==> src/rtl/tts_pkg.sv <==
// Shared types and constants of the source text tokenizer.
// Token kind codes, keyword table, result beat layout.
// Depends on nothing; imported by every other file of the block.
package tts_pkg;

	localparam int OFF_W  = 24;
	localparam int LINE_W = 20;
	localparam int COL_W  = 16;
	localparam int LEN_W  = 16;
	localparam int MAX_RES = 4;
	localparam int NKW = 21;

	localparam int DEF_OFFSET_BITS = 24;
	localparam int DEF_LINE_BITS   = 20;
	localparam int DEF_COLUMN_BITS = 16;

	// Token kinds; keywords are 0..20
	localparam logic [6:0] K_KW_AND      = 7'd0;
	localparam logic [6:0] K_KW_OR       = 7'd14;
	localparam logic [6:0] K_IDENT       = 7'd21;
	localparam logic [6:0] K_NUMBER      = 7'd22;
	localparam logic [6:0] K_STRING      = 7'd23;
	localparam logic [6:0] K_LPAREN      = 7'd24;
	localparam logic [6:0] K_RPAREN      = 7'd25;
	localparam logic [6:0] K_LBRACE      = 7'd26;
	localparam logic [6:0] K_RBRACE      = 7'd27;
	localparam logic [6:0] K_LBRACKET    = 7'd28;
	localparam logic [6:0] K_RBRACKET    = 7'd29;
	localparam logic [6:0] K_SEMI        = 7'd30;
	localparam logic [6:0] K_COLON       = 7'd31;
	localparam logic [6:0] K_COMMA       = 7'd32;
	localparam logic [6:0] K_DOT         = 7'd33;
	localparam logic [6:0] K_DOT3        = 7'd34;
	localparam logic [6:0] K_AT          = 7'd35;
	localparam logic [6:0] K_MINUS       = 7'd36;
	localparam logic [6:0] K_MINUS_EQ    = 7'd37;
	localparam logic [6:0] K_MINUS_MINUS = 7'd38;
	localparam logic [6:0] K_PLUS        = 7'd39;
	localparam logic [6:0] K_PLUS_EQ     = 7'd40;
	localparam logic [6:0] K_PLUS_PLUS   = 7'd41;
	localparam logic [6:0] K_SLASH       = 7'd42;
	localparam logic [6:0] K_SLASH_EQ    = 7'd43;
	localparam logic [6:0] K_STAR        = 7'd44;
	localparam logic [6:0] K_STAR_EQ     = 7'd45;
	localparam logic [6:0] K_PERCENT     = 7'd46;
	localparam logic [6:0] K_PERCENT_EQ  = 7'd47;
	localparam logic [6:0] K_QUESTION    = 7'd48;
	localparam logic [6:0] K_BANG        = 7'd49;
	localparam logic [6:0] K_BANG_EQ     = 7'd50;
	localparam logic [6:0] K_EQ          = 7'd51;
	localparam logic [6:0] K_EQ_EQ       = 7'd52;
	localparam logic [6:0] K_FAT_ARROW   = 7'd53;
	localparam logic [6:0] K_BAND        = 7'd54;
	localparam logic [6:0] K_BAND_EQ     = 7'd55;
	localparam logic [6:0] K_BOR         = 7'd56;
	localparam logic [6:0] K_BOR_EQ      = 7'd57;
	localparam logic [6:0] K_BXOR        = 7'd58;
	localparam logic [6:0] K_BXOR_EQ     = 7'd59;
	localparam logic [6:0] K_BNOT        = 7'd60;
	localparam logic [6:0] K_LESS        = 7'd61;
	localparam logic [6:0] K_LESS_EQ     = 7'd62;
	localparam logic [6:0] K_SHL         = 7'd63;
	localparam logic [6:0] K_SHL_EQ      = 7'd64;
	localparam logic [6:0] K_GREATER     = 7'd65;
	localparam logic [6:0] K_GREATER_EQ  = 7'd66;
	localparam logic [6:0] K_SHR         = 7'd67;
	localparam logic [6:0] K_SHR_EQ      = 7'd68;
	localparam logic [6:0] K_USHR        = 7'd69;
	localparam logic [6:0] K_USHR_EQ     = 7'd70;
	localparam logic [6:0] K_EOF         = 7'd71;
	localparam logic [6:0] K_ERROR       = 7'd72;

	localparam logic [1:0] ERR_NONE     = 2'd0;
	localparam logic [1:0] ERR_UNTERM   = 2'd1;
	localparam logic [1:0] ERR_BAD_BYTE = 2'd2;

	// Keyword text, right-justified: first character in the highest used byte
	localparam logic [63:0] KW_TEXT [0:NKW-1] = '{
		64'("and"), 64'("break"), 64'("case"), 64'("continue"), 64'("default"),
		64'("do"), 64'("else"), 64'("enum"), 64'("false"), 64'("for"),
		64'("func"), 64'("goto"), 64'("if"), 64'("null"), 64'("or"),
		64'("return"), 64'("struct"), 64'("switch"), 64'("true"), 64'("var"),
		64'("while")
	};
	localparam logic [3:0] KW_LEN [0:NKW-1] = '{
		4'd3, 4'd5, 4'd4, 4'd8, 4'd7, 4'd2, 4'd4, 4'd4, 4'd5, 4'd3, 4'd4,
		4'd4, 4'd2, 4'd4, 4'd2, 4'd6, 4'd6, 4'd6, 4'd4, 4'd3, 4'd5
	};

	typedef struct packed {
		logic [6:0]        kind;
		logic [1:0]        err;
		logic [7:0]        bad;
		logic [OFF_W-1:0]  soff;
		logic [LEN_W-1:0]  len;
		logic [LINE_W-1:0] fl;
		logic [COL_W-1:0]  fc;
		logic [LINE_W-1:0] ll;
		logic [COL_W-1:0]  lc;
	} res_t;

	// Character i of keyword k, zero past its end
	function automatic logic [7:0] kw_char(int k, int i);
		logic [7:0] ch;
		ch = 8'h00;
		if (k >= 0 && k < NKW && i < int'(KW_LEN[k]))
			ch = KW_TEXT[k][8*(int'(KW_LEN[k])-1-i) +: 8];
		return ch;
	endfunction

	// Advance the keyword trie by one character
	function automatic logic [4:0] trie_next(logic [4:0] node, logic [LEN_W-1:0] depth,
			logic [7:0] c);
		logic [4:0] nxt;
		logic       found;
		logic       match;
		logic [2:0] d3;
		nxt = 5'd0;
		found = 1'b0;
		d3 = depth[2:0];
		if (depth < LEN_W'(8) &&
				!(depth != '0 && (node == 5'd0 || node > 5'(NKW)))) begin
			for (int k = 0; k < NKW; k++) begin
				match = (KW_LEN[k] > {1'b0, d3});
				for (int i = 0; i < 8; i++) begin
					if (i < int'(d3) && kw_char(k, i) != kw_char(int'(node) - 1, i))
						match = 1'b0;
				end
				if (!found && match && kw_char(k, int'(d3)) == c) begin
					found = 1'b1;
					nxt = 5'(k + 1);
				end
			end
		end
		return nxt;
	endfunction

endpackage

==> src/rtl/tts_ifs.sv <==


interface tts_token_if import tts_pkg::*; ();
	logic              valid;
	logic              ready;
	logic [6:0]        token_kind;
	logic [1:0]        error_kind;
	logic [7:0]        bad_byte;
	logic [OFF_W-1:0]  start_offset;
	logic [LEN_W-1:0]  token_length;
	logic [LINE_W-1:0] first_line;
	logic [COL_W-1:0]  first_column;
	logic [LINE_W-1:0] final_line;
	logic [COL_W-1:0]  final_column;
	logic              last_of_run;
	modport source (output valid, token_kind, error_kind, bad_byte, start_offset,
		token_length, first_line, first_column, final_line, final_column,
		last_of_run, input ready);
	modport sink (input valid, token_kind, error_kind, bad_byte, start_offset,
		token_length, first_line, first_column, final_line, final_column,
		last_of_run, output ready);
endinterface


==> src/rtl/tts_outq.sv <==
// Result buffer: holds the tokens of one step and sends them one beat a cycle while the receiver is ready.
// Depends on tts_pkg and the token interface.
module tts_outq import tts_pkg::*; (
	input  logic       clk,
	input  logic       arst_n,
	input  logic       load,
	input  res_t       res_in [0:MAX_RES-1],
	input  logic [2:0] res_cnt,
	output logic       free,
	tts_token_if.source tok
);

	res_t       buf_q [0:MAX_RES-1];
	logic [1:0] rd_q;
	logic [2:0] rem_q;
	logic       pop;
	res_t       cur;

	assign pop = tok.valid && tok.ready;
	assign free = (rem_q == 3'd0) || (rem_q == 3'd1 && pop);
	assign cur = buf_q[rd_q];

	// Drive the current beat
	assign tok.valid        = (rem_q != 3'd0);
	assign tok.token_kind   = cur.kind;
	assign tok.error_kind   = cur.err;
	assign tok.bad_byte     = cur.bad;
	assign tok.start_offset = cur.soff;
	assign tok.token_length = cur.len;
	assign tok.first_line   = cur.fl;
	assign tok.first_column = cur.fc;
	assign tok.final_line   = cur.ll;
	assign tok.final_column = cur.lc;
	assign tok.last_of_run  = (rem_q == 3'd1);

	// Load a new step's tokens or advance through the current ones
	always_ff @(posedge clk or negedge arst_n) begin
		if (!arst_n) begin
			rd_q <= 2'd0;
			rem_q <= 3'd0;
		end else if (load) begin
			rd_q <= 2'd0;
			rem_q <= res_cnt;
		end else if (pop) begin
			rd_q <= rd_q + 2'd1;
			rem_q <= rem_q - 3'd1;
		end
	end

	always_ff @(posedge clk) begin
		if (load) buf_q <= res_in;
	end

endmodule

==> src/flat_wrapper.sv <==
// flat-port wrapper written by rule: the top's interface ports become plain ports
module tts_outq_flat import tts_pkg::*;
  (clk, arst_n, load, res_in, res_cnt, free, tok_valid, tok_token_kind, tok_error_kind, tok_bad_byte, tok_start_offset, tok_token_length, tok_first_line, tok_first_column, tok_final_line, tok_final_column, tok_last_of_run, tok_ready);
  tts_token_if tok_i ();
  input  logic clk;
  input  logic arst_n;
  input  logic load;
  input  res_t res_in[0:MAX_RES-1];
  input  logic [2:0] res_cnt;
  output logic free;
  output wire logic [$bits(tok_i.valid)-1:0] tok_valid;
  output wire logic [$bits(tok_i.token_kind)-1:0] tok_token_kind;
  output wire logic [$bits(tok_i.error_kind)-1:0] tok_error_kind;
  output wire logic [$bits(tok_i.bad_byte)-1:0] tok_bad_byte;
  output wire logic [$bits(tok_i.start_offset)-1:0] tok_start_offset;
  output wire logic [$bits(tok_i.token_length)-1:0] tok_token_length;
  output wire logic [$bits(tok_i.first_line)-1:0] tok_first_line;
  output wire logic [$bits(tok_i.first_column)-1:0] tok_first_column;
  output wire logic [$bits(tok_i.final_line)-1:0] tok_final_line;
  output wire logic [$bits(tok_i.final_column)-1:0] tok_final_column;
  output wire logic [$bits(tok_i.last_of_run)-1:0] tok_last_of_run;
  input wire logic [$bits(tok_i.ready)-1:0] tok_ready;
  assign tok_valid = tok_i.valid;
  assign tok_token_kind = tok_i.token_kind;
  assign tok_error_kind = tok_i.error_kind;
  assign tok_bad_byte = tok_i.bad_byte;
  assign tok_start_offset = tok_i.start_offset;
  assign tok_token_length = tok_i.token_length;
  assign tok_first_line = tok_i.first_line;
  assign tok_first_column = tok_i.first_column;
  assign tok_final_line = tok_i.final_line;
  assign tok_final_column = tok_i.final_column;
  assign tok_last_of_run = tok_i.last_of_run;
  assign tok_i.ready = tok_ready;
  tts_outq u_core (.clk(clk), .arst_n(arst_n), .load(load), .res_in(res_in), .res_cnt(res_cnt), .free(free), .tok(tok_i));
endmodule
==> config.mk <==
export PLATFORM = sky130hd
export DESIGN_NAME = tts_outq_flat
export DESIGN_NICKNAME = d
export VERILOG_FILES = /design/src/rtl/tts_pkg.sv /design/src/rtl/tts_ifs.sv /design/src/rtl/tts_outq.sv /design/src/flat_wrapper.sv
export SDC_FILE = /design/constraint.sdc
export NUM_CORES = 1
export LEC_CHECK = 0
export ABC_AREA = 1
export BUFFER_PORTS_ARGS = -buffer_cell sky130_fd_sc_hd__buf_2
export CELL_PAD_IN_SITES_DETAIL_PLACEMENT = 0
export CELL_PAD_IN_SITES_GLOBAL_PLACEMENT = 1
export CORE_AREA = 4 4 255 257
export DETAILED_ROUTE_END_ITERATION = 10
export DIE_AREA = 0 0 259 261
export GPL_TIMING_DRIVEN = 0
export PLACE_DENSITY_LB_ADDON = 0.1
export SYNTH_ARGS = -nofsm -noshare
export SYNTH_HDL_FRONTEND = slang
export SYNTH_SLANG_ARGS = --single-unit
==> constraint.sdc <==
create_clock -name clk -period 1.3 [get_ports clk]
set_input_delay 0.065 -clock clk [delete_from_list [all_inputs] [get_ports clk]]
set_output_delay 0.065 -clock clk [all_outputs]
set_load 0.02 [all_outputs]
# Word level (Yosys, flattened, before mapping)
# Index checks and enable logic that the tools add are counted.
# Widths: inputs -> output; s select.
# word_totals
regBits	521
inputBits	523
out_inout_bits	132
elab_cells	56
# op_classes
n_addsub	2
magnitude_cmp	1
n_eq_ne	1
muxes	7
n_bitwise	1
reduce_logical	6
# op_table
op	count
$bmux 129 s2	1
$mux 129	2
$mux 3	2
$mux 2	2
$eq 3x1->1 const B	1
$ge 3x3->1 const B	1
$logic_not 3->1	1
$not 2->3	1
$reduce_bool 3->1	1
$sub 3x1->3 const B	1
$add 2x1->2 const B	1
$logic_and 1x1->1	2
$reduce_bool 2->1	1
$logic_or 1x1->1	1

# Longest topological paths before layout
# Gate-level depths: netlist of the first run.
# logic_depth
depth_word	4
ltp_mapped	8
depth_no_buf	8

# Least setup slack after synthesis of the first run
# No wires, ideal clock.
# synth_timing
path_type	reg-to-output
start	register u_core.rem_q[0]
end	output free
arrival_ns	1.427
t_required_ns	1.235
path_slack_ns	-0.192
stages_incl_launch_ff	6
path_buffers	0
path_cell_list	dfrtp_1 -> inv_1 -> ha_1 -> nand2_1 -> nand2_1 -> o21ai_0
# synth_between
elab_chain_cells	4
elab_cells_between_ends	6
classes_between	1 x eq/ne; 5 x reduce/logical
# synth_rtl
item	line	source
from (decl)	tts_outq.sv:15	logic [2:0] rem_q;
from (signal assigned)	tts_outq.sv:43	rem_q <= res_cnt;
from (signal assigned)	tts_outq.sv:46	rem_q <= rem_q - 3'd1;
$reduce_bool 3->1	tts_outq.sv:24	assign tok.valid = (rem_q != 3'd0);
net tok_valid	flat_wrapper.sv:11	output wire logic [$bits(tok_i.valid)-1:0] tok_valid;
$logic_and 1x1->1	tts_outq.sv:19	assign pop = tok.valid && tok.ready;
$logic_and 1x1->1	tts_outq.sv:20	assign free = (rem_q == 3'd0) || (rem_q == 3'd1 && pop);
$logic_or 1x1->1	tts_outq.sv:20	
to (decl)	flat_wrapper.sv:10	output logic free;
# The timed path passes the listed nets, and every way through them passes these cells.

# Final worst setup path of the first run
# layout_timing
start	register u_core.rd_q[0]
end	output tok_start_offset[21]
# layout_between
elab_chain_cells	4
# layout_rtl
item	line	source
from (decl)	tts_outq.sv:14	logic [1:0] rd_q;
from (signal assigned)	tts_outq.sv:45	rd_q <= rd_q + 2'd1;
$not 2->3 (not written as such)	tts_outq.sv:21	assign cur = buf_q[rd_q];
$bmux 129 s2	tts_outq.sv:21	
$mux 129 (not written as such) (2 in series)	tts_outq.sv:21	
to (decl)	flat_wrapper.sv:15	output wire logic [$bits(tok_i.start_offset)-1:0] tok_start_offset;
# Every way passes these cells. The select of a mux whose other input is x is not followed.

==> results.sh, run 1 <==
export IMPL_outcome="complete, but fails checks"
export IMPL_violations="setup timing"
export IMPL_fmax_mhz=444
export IMPL_antenna_found_initial=12
export IMPL_synth_area_leader_cell="edfxtp_1"
export IMPL_port_buffers=654
export IMPL_tns_ns=-111.55
export IMPL_grt_max_degree=128
export IMPL_area_growth_pct=78.5
export IMPL_synth_distinct_cells=21
export IMPL_hold_ws_ns=0.0532
export IMPL_layout_setup_ws_ns=-0.954
export IMPL_avgSynthCellArea_sq_um=15.2
export IMPL_setup_worst_path_start="u_core.rd_q[0]"
export IMPL_globalplace_congestion=0.824
export IMPL_wirelength_microns=76900
export IMPL_vdd_drop_max_uv=1150
export IMPL_netlist_area_sq_mm=0.0196
export IMPL_grt_overflow_total=0
export IMPL_clk_pin_slew_ns=0.06
export IMPL_layout_drive_gt1_share=0.462
export IMPL_vias=16100
export IMPL_cp_end_kind="primary output"
export IMPL_r2r_cells=9
export IMPL_clkLatencyLatePin_ns=0.59
export IMPL_fp_dieArea_sq_mm=0.0676
export IMPL_h_tree_depth=2
export IMPL_min_to="u_core.buf_q[361]"
export IMPL_hold_class="input port to flop"
export IMPL_numCtsBuffers=59
export IMPL_clock_sinks=521
export IMPL_synthTopCellsByArea="edfxtp_1, o21ai_0, nor2_1, o22ai_1, o21ai_1"
export IMPL_pin_count=655
export IMPL_power_leakage_nw=13.6
export IMPL_maxSlewHeadroom=0.666
export IMPL_layout_nets=3097
export IMPL_ant_nets=0
export IMPL_crit_arrival_ns=2.19
export IMPL_worstReg2RegStart="u_core.rd_q[0]"
export IMPL_report_final_setup_viol=134
export IMPL_maxCapViolCount=0
export IMPL_die_h_microns=261
export IMPL_synthCells=1290
export IMPL_grt_pass1_vias=17200
export IMPL_worst_pin_slew_ns=0.500
export IMPL_netlist_top_cells_count="edfxtp_1, nor2_1, o21ai_0, o22ai_1, o21ai_1"
export IMPL_track_usage=0.214
export IMPL_ys_seq_elements=521
export IMPL_grt_pass1_wl_microns=108000
export IMPL_synth_async_reset_ratio=0.00960
export IMPL_start_util=0.312
export IMPL_p_int_mw=39.0
export IMPL_path_class="flop to primary output"
export IMPL_clockRootBuffer="clkbuf_16"
export IMPL_start_kind="flop"
export IMPL_drt_iter0_markers=923
export IMPL_timing_final_crit_share=1.73
export IMPL_swShare=0.306
export IMPL_hold_violations=0
export IMPL_rows=92
export IMPL_synth_ff_type="edfxtp_1"
export IMPL_yosys_warnings=0
export IMPL_worst_endpoint_required_ns=1.24
export IMPL_combPwrFrac=0.332
export IMPL_hold_depth=2
export IMPL_drc=0
export IMPL_critical_path_max_fanout=7
export IMPL_switching_power_mw=17.2
export IMPL_wl_per_cell_microns=22.2
export IMPL_timing_final_max_slew_violations=0
export IMPL_regToRegSetupSlack_ns=-0.31
export IMPL_clock_skew_ns=0.000425
export IMPL_viasPerCell=4.62
export IMPL_clkPwrFrac=0.303
export IMPL_rsz0062_at_grt="yes"
export IMPL_seq_power_share=0.365
export IMPL_synth_seq_area_share=0.797
export IMPL_core_sq_mm=0.0627
export IMPL_die_width_microns=259
export IMPL_min_period_ns=2.25
export IMPL_firstDrtPassIters=5
export IMPL_yosysMostFrequentCell="edfxtp_1"
export IMPL_cts_buffer_depth=3
export IMPL_cts_tree="built"
export IMPL_synth_nets=1816
export IMPL_dp_hpwl_microns=50700
export IMPL_synth_edf_count=516
export IMPL_r2r_end="u_core.rd_q[1]"
export IMPL_synth_top_cell_area_share=0.791
export IMPL_min_from="load"
export IMPL_power_density_mw_per_mm2=1610
==> power by group through the flow <==
stage | combinational [mW] | sequential [mW] | clock, mW
floorplan | 7.64 | 20.6 | 0
global placement | 12.8 | 21.0 | 0
detailed placement | 12.9 | 20.7 | 0
CTS | 17.4 | 20.4 | 17.4
global route | 19.7 | 20.6 | 18.2
finish | 18.6 | 20.5 | 17.0
==> worst max-delay path by stage <==
| stage | end | slack [ns] | cells after the start |
|---|---|---|---|
| after floorplan | free | -0.04 | 5 |
| after global placement | u_core.rd_q[0] | -9.75 | 5 |
| after detailed placement | u_core.buf_q[71] | -1.28 | 4 |
| after CTS | tok_start_offset[21] | -1.05 | 8 |
| after global routing | tok_start_offset[14] | -1.04 | 9 |
| final | tok_start_offset[21] | -0.95 | 8 |
==> cell type report <==
class,count,area [sq um]
Inverter,8,58.8
Timing Repair inverter,1,16.3
Antenna cell,10,25.0
Buffer,85,1020
Multi-Input combinational cell,676,5070
Clock inverter,32,379
Timing Repair Buffer,1219,10100
Clock buffer,75,1580
Sequential cell,521,15600
Fill cell,5224,27800
Tap cell,846,1060
==> per-stage QoR <==
step	total power, mW	setup slack, ns	utilization	instance area (sq um)	instances
final	56.1	-0.954	0.557	35000	3473
after global routing	58.5	-1.04	0.557	34900	3468
after CTS	55.2	-1.05	0.540	33900	3453
after floorplan	28.2	-0.0424	-	20500	1290
after global placement	33.7	-9.75	0.396	24900	2790
after detailed placement	33.6	-1.28	0.398	25000	2794
==> layout by cell type (no fill, tap or decap), drive strengths merged <==
cell type / count
xor2: 1
nand3: 6
dlygate4sd3: 522
nand2: 16
clkbuf: 121
clkinvlp: 2
clkinv: 22
diode: 10
dfrtp: 5
bufinv: 9
o21ai: 263
nor2: 258
ha: 3
o22ai: 129
bufbuf: 3
inv: 8
edfxtp: 516
buf: 733
==> timing repair <==
action                                 in CTS  in global routing
pin swaps                                   7                 15
gates resized for setup                   457                325
hold buffers                              523                  0
setup buffers                              16                  5
gates cloned                               13                  9
endpoints found under the hold margin     611                  0
setup endpoints to repair                 346                467
==> cell families (layout without fill, tap and decap cells) <==
family                     count (synthesis)  after routing  share of synthesized area
xor gates and xnor gates                   1              1                   0.000447
other                                      0             10                          0
DFF                                      521            521                      0.797
AOI/OAI and AO/OA                        392            392                      0.111
adders and majority gates                  3              3                    0.00192
buffers and inverters                     93           1420                     0.0330
and+or+nand+nor                          280            280                     0.0566
==> sequential cells by signal, indices dropped and copies added, names as in the netlist <==
signal	cells
u_core.rem_q	3
u_core.rd_q	2
u_core.buf_q	516
==> critical path, cell delays in order, from the launching register on <==
cell and delay [ns]:
dfrtp_1 0.39, buf_12 0.15, buf_16 0.16, clkinv_16 0.08, buf_16 0.14, buf_12 0.13, o21ai_1 0.07, o22ai_2 0.28
buf_6 0.17
==> routing by layer <==
layer | share of wire | vias up | wire, microns | track usage
li1 | - | 7493 | - | -
met4 | 0.024 | 10 | 1830 | 0.0559
met5 | 0.00077 | - | 59 | 0
met1 | 0.39 | 7937 | 29600 | 0.254
met2 | 0.53 | 503 | 40600 | 0.388
met3 | 0.063 | 119 | 4810 | 0.0556
No activity file was read; power rests on OpenSTA's default activity.
==> run 2, diff against run 1 <==
--- a/config.mk
+++ b/config.mk
@@ -5,15 +5,14 @@
 export SDC_FILE = /design/constraint.sdc
 export NUM_CORES = 1
 export LEC_CHECK = 0
-export ABC_AREA = 1
 export BUFFER_PORTS_ARGS = -buffer_cell sky130_fd_sc_hd__buf_2
 export CELL_PAD_IN_SITES_DETAIL_PLACEMENT = 0
 export CELL_PAD_IN_SITES_GLOBAL_PLACEMENT = 1
-export CORE_AREA = 4 4 255 257
+export CORE_AREA = 4 4 252 254
 export DETAILED_ROUTE_END_ITERATION = 10
-export DIE_AREA = 0 0 259 261
+export DIE_AREA = 0 0 256 258
 export GPL_TIMING_DRIVEN = 0
-export PLACE_DENSITY_LB_ADDON = 0.1
+export PLACE_DENSITY = 0.63
 export SYNTH_ARGS = -nofsm -noshare
 export SYNTH_HDL_FRONTEND = slang
 export SYNTH_SLANG_ARGS = --single-unit
==> results.sh, run 2 <==
export IMPL_synth_simple_area_share=0.00370
export IMPL_synthCells=713
export IMPL_yosys_warnings=0
export IMPL_die_width_microns=256
export IMPL_synthTopCellsByArea="edfxtp_1, mux4_2, dfrtp_1, buf_6, buf_2"
export IMPL_cts_buffer_depth=3
export IMPL_port_buffers=654
export IMPL_globalplace_congestion=0.808
export IMPL_numCtsBuffers=56
export IMPL_firstError="[ERROR RSZ-0060] Max buffer count reached."
export IMPL_netlist_area_sq_mm=0.0189
export IMPL_dp_hpwl_microns=39100
export IMPL_rows=91
export IMPL_synth_nets=1239
export IMPL_synth_ff_type="edfxtp_1"
export IMPL_synth_distinct_cells=24
export IMPL_dpl_instance_area_sq_mm=0.0233
export IMPL_start_util=0.309
export IMPL_die_h_microns=258
export IMPL_clockRootBuffer="clkbuf_16"
export IMPL_outcome="stopped before the end"
export IMPL_dpl_cell_count=2161
export IMPL_h_tree_depth=2
export IMPL_synth_adder_area_share=0.00198
export IMPL_avgSynthCellArea_sq_um=26.6
export IMPL_pin_count=655
export IMPL_pre_cts_ws_ns=-1.58
export IMPL_synth_async_reset_ratio=0.00960
export IMPL_synth_top_cell_area_share=0.818
export IMPL_synth_edf_count=516
export IMPL_cts_resized=93
export IMPL_synth_area_leader_cell="edfxtp_1"
export IMPL_netlist_top_cells_count="edfxtp_1, mux4_2, buf_2, buf_6"
export IMPL_synth_compound_area_frac=0.00238
export IMPL_cts_hold_buf=456
export IMPL_muxShareOfSynthArea=0.155
export IMPL_haltStage="clock tree synthesis (4_1_cts)"
export IMPL_clock_sinks=521
export IMPL_synth_seq_area_share=0.825
export IMPL_yosysMostFrequentCell="edfxtp_1"
export IMPL_ys_seq_elements=521
export IMPL_synth_top_family_by_area="multiplexers"
export IMPL_post_cts_setup_buffers=9
export IMPL_synth_xor_area_frac=0
run 2: changes by cell type after synthesis, sizes merged, moves of 3 or more:
| cell | delta |
|---|---|
| o21ai | -260 |
| nor2 | -256 |
| mux4 | +129 |
| o22ai | -129 |
| clkbuf | -40 |
| buf | -14 |
| nand2 | -12 |
| nand3 | -5 |
| nor2b | +4 |
| a21oi | +3 |
| inv | -3 |
run 2: logic make-up after synthesis:
family | after synthesis
DFF | 521
muxes | 131
buffers and inverters | 36
and+or+nand+nor | 14
AOI/OAI and AO/OA | 8
adders and majority gates | 3
run 2: metrics by stage:
stage | TNS, ns | hold WS (ns)
global placement | -3892.26 | -0.106
detailed placement | -373.99 | -0.105
floorplan | -9.15 | -0.231
==> run 3, diff against run 2 <==
--- a/config.mk
+++ b/config.mk
@@ -6,13 +6,11 @@
 export NUM_CORES = 1
 export LEC_CHECK = 0
 export BUFFER_PORTS_ARGS = -buffer_cell sky130_fd_sc_hd__buf_2
-export CELL_PAD_IN_SITES_DETAIL_PLACEMENT = 0
-export CELL_PAD_IN_SITES_GLOBAL_PLACEMENT = 1
-export CORE_AREA = 4 4 252 254
+export CORE_AREA = 4 4 250 252
 export DETAILED_ROUTE_END_ITERATION = 10
-export DIE_AREA = 0 0 256 258
+export DIE_AREA = 0 0 254 256
 export GPL_TIMING_DRIVEN = 0
-export PLACE_DENSITY = 0.63
+export PLACE_DENSITY_LB_ADDON = 0.15
 export SYNTH_ARGS = -nofsm -noshare
 export SYNTH_HDL_FRONTEND = slang
 export SYNTH_SLANG_ARGS = --single-unit
==> results.sh, run 3 <==
export IMPL_dp_hpwl_microns=40800
export IMPL_h_tree_depth=2
export IMPL_avgSynthCellArea_sq_um=26.6
export IMPL_synth_top_cell_area_share=0.818
export IMPL_ys_seq_elements=521
export IMPL_haltStage="clock tree synthesis (4_1_cts)"
export IMPL_dpl_instance_area_sq_mm=0.0233
export IMPL_clockRootBuffer="clkbuf_16"
export IMPL_post_cts_setup_buffers=10
export IMPL_numCtsBuffers=58
export IMPL_yosys_warnings=0
export IMPL_clock_sinks=521
export IMPL_globalplace_congestion=0.794
export IMPL_synthCells=713
export IMPL_synth_async_reset_ratio=0.00960
export IMPL_synth_edf_count=516
export IMPL_netlist_area_sq_mm=0.0189
export IMPL_outcome="stopped before the end"
export IMPL_start_util=0.315
export IMPL_synth_ff_type="edfxtp_1"
export IMPL_synth_nets=1239
export IMPL_synth_area_leader_cell="edfxtp_1"
export IMPL_firstError="[ERROR RSZ-0060] Max buffer count reached."
export IMPL_netlist_top_cells_count="edfxtp_1, mux4_2, buf_2, buf_6"
export IMPL_pin_count=655
export IMPL_cts_buffer_depth=3
export IMPL_cts_hold_buf=455
export IMPL_yosysMostFrequentCell="edfxtp_1"
export IMPL_cts_resized=227
export IMPL_die_h_microns=256
export IMPL_port_buffers=654
export IMPL_die_width_microns=254
export IMPL_synthTopCellsByArea="edfxtp_1, mux4_2, dfrtp_1, buf_6, buf_2"
export IMPL_synth_seq_area_share=0.825
export IMPL_rows=90
export IMPL_synth_distinct_cells=24
[run 3: cell families after synthesis]
| group | count (synthesis) | synth area share |
|---|---|---|
| flip-flops | 521 | 0.825 |
| multiplexers | 131 | 0.155 |
| buffers and inverters | 36 | 0.0125 |
| AND/OR/NAND/NOR | 14 | 0.00370 |
| AO/OA/AOI/OAI | 8 | 0.00238 |
| adder cells (fa/ha/maj) | 3 | 0.00198 |
[run 3: metrics by stage]
step | util | TNS, ns | setup slack, ns | hold WS [ns] | cells
floorplan | - | -9.15 | -0.0814 | -0.231 | 713
global placement | 0.386 | -4005.56 | -7.73 | -0.102 | 2149
detailed placement | 0.388 | -228.83 | -0.928 | -0.104 | 2153
